==> src/rtl/core/obstacle_track_merge_table_assert.svh <==
`ifndef OBSTACLE_TRACK_MERGE_TABLE_ASSERT_SVH
`define OBSTACLE_TRACK_MERGE_TABLE_ASSERT_SVH

// Same-cycle implication, checked out of reset
`define OTMT_ASSERT_NOW(label, clk, rstn, ante, cons) \
    label: assert property (@(posedge clk) disable iff (!(rstn)) (ante) |-> (cons)) \
        else $error("otmt assertion failed");

// Next-cycle implication, checked out of reset
`define OTMT_ASSERT_NEXT(label, clk, rstn, ante, cons) \
    label: assert property (@(posedge clk) disable iff (!(rstn)) (ante) |=> (cons)) \
        else $error("otmt assertion failed");

`endif

==> src/rtl/core/otmt_pkg.sv <==
package otmt_pkg;

    localparam int TABLE_DEPTH_DEF = 32;

    // register indexes
    localparam logic [7:0] REG_SOURCE_MASK   = 8'd0;
    localparam logic [7:0] REG_FILTER_ENABLE = 8'd1;
    localparam logic [7:0] REG_MERGE_ENABLE  = 8'd2;
    localparam logic [7:0] REG_EXPIRE_ENABLE = 8'd3;
    localparam logic [7:0] REG_MAX_AGE_MS    = 8'd4;
    localparam logic [7:0] REG_TOL_SAMPLE    = 8'd5;
    localparam logic [7:0] REG_TOL_RIVAL     = 8'd6;
    localparam logic [7:0] REG_BLEND_BETA    = 8'd7;

    typedef struct packed {
        logic signed [15:0] pos_x;
        logic signed [15:0] pos_y;
        logic               obstacle_kind;
        logic [1:0]         source_id;
        logic [31:0]        stamp_ms;
    } obs_in_t;

    typedef struct packed {
        logic               accepted;
        logic signed [15:0] stored_x;
        logic signed [15:0] stored_y;
        logic [4:0]         slot;
        logic [5:0]         merged_count;
        logic               overflow;
    } obs_out_t;

    // one table entry as held by a cell
    typedef struct packed {
        logic               valid;
        logic signed [15:0] x;
        logic signed [15:0] y;
        logic               kind;
        logic [31:0]        stamp;
    } entry_t;

    // control from the sequencer to one cell
    typedef struct packed {
        logic shift_en;
        logic kill;
        logic wr_en;
    } cell_ctrl_t;

endpackage

==> src/rtl/core/otmt_cell.sv <==
module otmt_cell (
    input  logic                aclk,
    input  logic                aresetn,
    input  otmt_pkg::cell_ctrl_t ctrl,
    input  otmt_pkg::entry_t    shift_in,
    input  otmt_pkg::entry_t    wr_data,
    output otmt_pkg::entry_t    q
);

    otmt_pkg::entry_t entry_reg;
    otmt_pkg::entry_t entry_next;

    // shift along the ring, or take a write, or drop the valid bit
    always_comb begin
        entry_next = entry_reg;
        if (ctrl.shift_en) begin
            entry_next = shift_in;
        end else if (ctrl.wr_en) begin
            entry_next = wr_data;
        end else if (ctrl.kill) begin
            entry_next.valid = 1'b0;
        end
        // reset clears only the valid bit
        if (!aresetn) begin
            entry_next.valid = 1'b0;
        end
    end

    always_ff @(posedge aclk) begin
        entry_reg <= entry_next;
    end

    assign q = entry_reg;

endmodule

==> config.mk <==
export PLATFORM = sky130hd
export DESIGN_NAME = otmt_cell
export DESIGN_NICKNAME = d
export VERILOG_FILES = /design/src/rtl/core/obstacle_track_merge_table_assert.svh /design/src/rtl/core/otmt_pkg.sv /design/src/rtl/core/otmt_cell.sv
export SDC_FILE = /design/constraint.sdc
export NUM_CORES = 1
export LEC_CHECK = 0
export BUFFER_PORTS_ARGS = -buffer_cell sky130_fd_sc_hd__buf_2
export CAP_MARGIN = 20
export CORE_UTILIZATION = 41
export DETAILED_ROUTE_END_ITERATION = 16
export PLACE_DENSITY = 0.92
export SLEW_MARGIN = 20
export SYNTH_ARGS = -nofsm -noshare
export SYNTH_HDL_FRONTEND = slang
export SYNTH_SLANG_ARGS = --single-unit
==> constraint.sdc <==
create_clock -name aclk -period 3.15 [get_ports aclk]
set_clock_uncertainty 0.1 [all_clocks]
set_input_delay 0.1575 -clock aclk [delete_from_list [all_inputs] [get_ports aclk]]
set_output_delay 0.1575 -clock aclk [all_outputs]
set_load 0.03 [all_outputs]
==> results.py <==
metrics = {
    "detailed_routing": {
        "postRouteAntennaNets": 0,
        "drcViolationCount": 0,
        "avgViaCountPerCell": 4.56,
        "vias": 2086,
        "routed_wl_um": 6490,
        "drtIter0Drc": 45,
        "dr.pass1.iters": 2,
        "wl_per_cell_um": 14.2,
    },
    "sta": {
        "clock.fmax_mhz": 608,
        "period_needed_ps": 1640,
        "fin_setup_tns_ps": 0,
        "setup_viol": 0,
        "tightest_slew_ps": 429,
        "whs_ps": 24.1,
        "hold_viol": 0,
        "finalCritPeriodShare": 0.522,
        "relSlewSlack": 0.714,
        "finalMaxSlewViolations": 0,
        "rsz0062_at_grt": "no",
    },
    "yosys": {
        "synthTopCellsByArea": "edfxtp_1 (68%), mux2_2 (19%), mux2_4 (8.8%)",
        "yosysSeqAreaShare": 0.682,
        "async_flop_share": 0,
        "synth_top_cell_area_share": 0.675,
        "syn_inst": 145,
        "avgSynthCellArea_um2": 19.9,
        "syn_area_mm2": 0.00289,
        "synth.most_common_cell": "edfxtp_1",
        "ys.flop_type": "edfxtp_1",
        "syn_nets": 282,
        "ys_top_cells_by_count": "edfxtp_1 (65), mux2_2 (48), mux2_4 (17), buf_2 (4)",
        "synth-edff-count": 65,
        "ys_warn_count": 0,
        "ys_ff_latch": 66,
        "ys_types": 13,
        "synth_top_area_cell": "edfxtp_1",
    },
    "floorplanning": {
        "core_area_mm2": 0.00679,
        "io_pins": 203,
        "start_util": 0.426,
        "dieHeight_um": 86.0,
        "fp.dieW_um": 86.0,
        "die-area_mm2": 0.00739,
        "row_count": 30,
    },
    "placement": {
        "numPortBuffers": 202,
        "placed_area_mm2": 0.00398,
        "routabilityCongestion": 0.703,
        "dpl.hpwl_um": 5080,
    },
    "global_route": {
        "grt_pass1_wl_um": 9550,
        "grt_pass1_vias": 2122,
        "antenna_found_initial": 0,
        "gr-total-overflow": 0,
        "grt_usage": 0.176,
        "grt_start_max_net_pins": 34,
    },
    "hold_path": {
        "hold_class": "in2reg",
        "min_path_cells": 2,
        "whs_endpoint": "q[47]",
        "min_from": "shift_in[47]",
    },
    "worst_setup_path": {
        "reg2reg_from": "q[65]",
        "required_ps": 3320,
        "start_kind": "flip-flop",
        "setup.worst_path.start": "q[65]",
        "reg2regPathDepth": 3,
        "cp-end-kind": "flip-flop",
        "cp_max_fo": 2,
        "r2r-end": "q[65]",
        "crit_type": "reg2reg",
        "arrival_ps": 1810,
        "rrSetupSlack_ps": 1510,
    },
    "cells_and_area": {
        "final_area_mm2": 0.00418,
        "n_antenna_cell": 0,
        "nFillCells": 540,
        "largest_reg_flops": 66,
        "syn2layout_area_growth_pct": 44.4,
        "fin_nets": 494,
        "final_layout_size_suffix_gt1_frac": 0.792,
        "fin_util": 0.615,
    },
    "cts": {
        "cts_resized": 0,
        "clk_latency_ps": 320,
        "cts-root-buf": "clkbuf_8",
        "cts_sinks": 66,
        "cts_tree": "yes",
        "clockBufferDepth": 2,
        "post-cts-setup-buffers": 0,
        "htreeDepth": 3,
        "cts_buffers": 9,
        "hold_buffers": 2,
        "path_clk_slew_ps": 70,
    },
    "power_and_ir_drop": {
        "total_power_mw": 2.25,
        "p_leak_nw": 1.94,
        "ir_drop_mv": 0.287,
        "power_per_cell_area_mw_per_mm2": 539,
    },
    "run": {
        "maxCapViolations": 0,
    },
    "run_status": {
        "status": "complete, no violations",
    },
}
## worst max-delay path: stages (launching register included)
cell	delay [ps]
dfxtp_1	340
or3b_1	370
a221oi_2	210
dlygate4sd3_1	560
## worst max-delay path by stage
stage                     endpoint  slack (ps)  cells past startpoint
after floorplan               q[0]         640                      4
after global placement       q[20]        1520                      3
after detailed placement     q[32]        1470                      3
after CTS                    q[65]        1520                      3
after global routing         q[65]        1470                      3
final                        q[65]        1510                      3
## report_power, final
part | switching [mW] | total [mW] | internal [mW]
clock | 0.297 | 0.649 | 0.352
sequential | 0.0240 | 1.10 | 1.08
combinational | 0.304 | 0.501 | 0.197
total | 0.626 | 2.25 | 1.62
## layer usage
metal,global-route usage,vias to the layer above,wire length (um)
met2,0.329,132,3560
met3,0.0731,13,548
li1,-,987,-
met1,0.169,954,2260
met4,0.0712,0,115
met5,0,-,0
## logic make-up after synthesis
logic type | count (synthesis) | share of synthesized area
buffers and inverters | 10 | 0.0294
and+or+nand+nor | 2 | 0.00519
AOI/OAI and AO/OA | 2 | 0.00822
muxes | 65 | 0.275
DFF | 66 | 0.682
## layout make-up
class | count | area [um2] | share of cell area
multi-input combinational | 69 | 835 | 0.200
sequential | 66 | 1970 | 0.472
inverter | 2 | 7.51 | 0.00180
clock inverter | 5 | 46.3 | 0.0111
timing repair buffer | 209 | 1070 | 0.256
tap | 96 | 120 | 0.0288
clock buffer | 10 | 128 | 0.0306
## per-stage QoR
step	cells	worst slack [ps]
floorplan	145	638
global placement	440	1520
detailed placement	440	1470
CTS	457	1520
global route	457	1470
finish	457	1510
## cells in the final DEF (no fill, tap or decap)
cell             n
or3b_1           1
buf_4            5
clkbuf_1         1
a21oi_2          1
bufinv_16        1
clkinv_2         1
buf_2          202
dfxtp_1          1
or2_2            1
inv_1            2
mux2_2          48
dlygate4sd3_1    2
clkinv_1         3
mux2_4          17
a221oi_2         1
clkbuf_8         9
edfxtp_1        65
No activity file was read; power rests on OpenSTA's default activity.
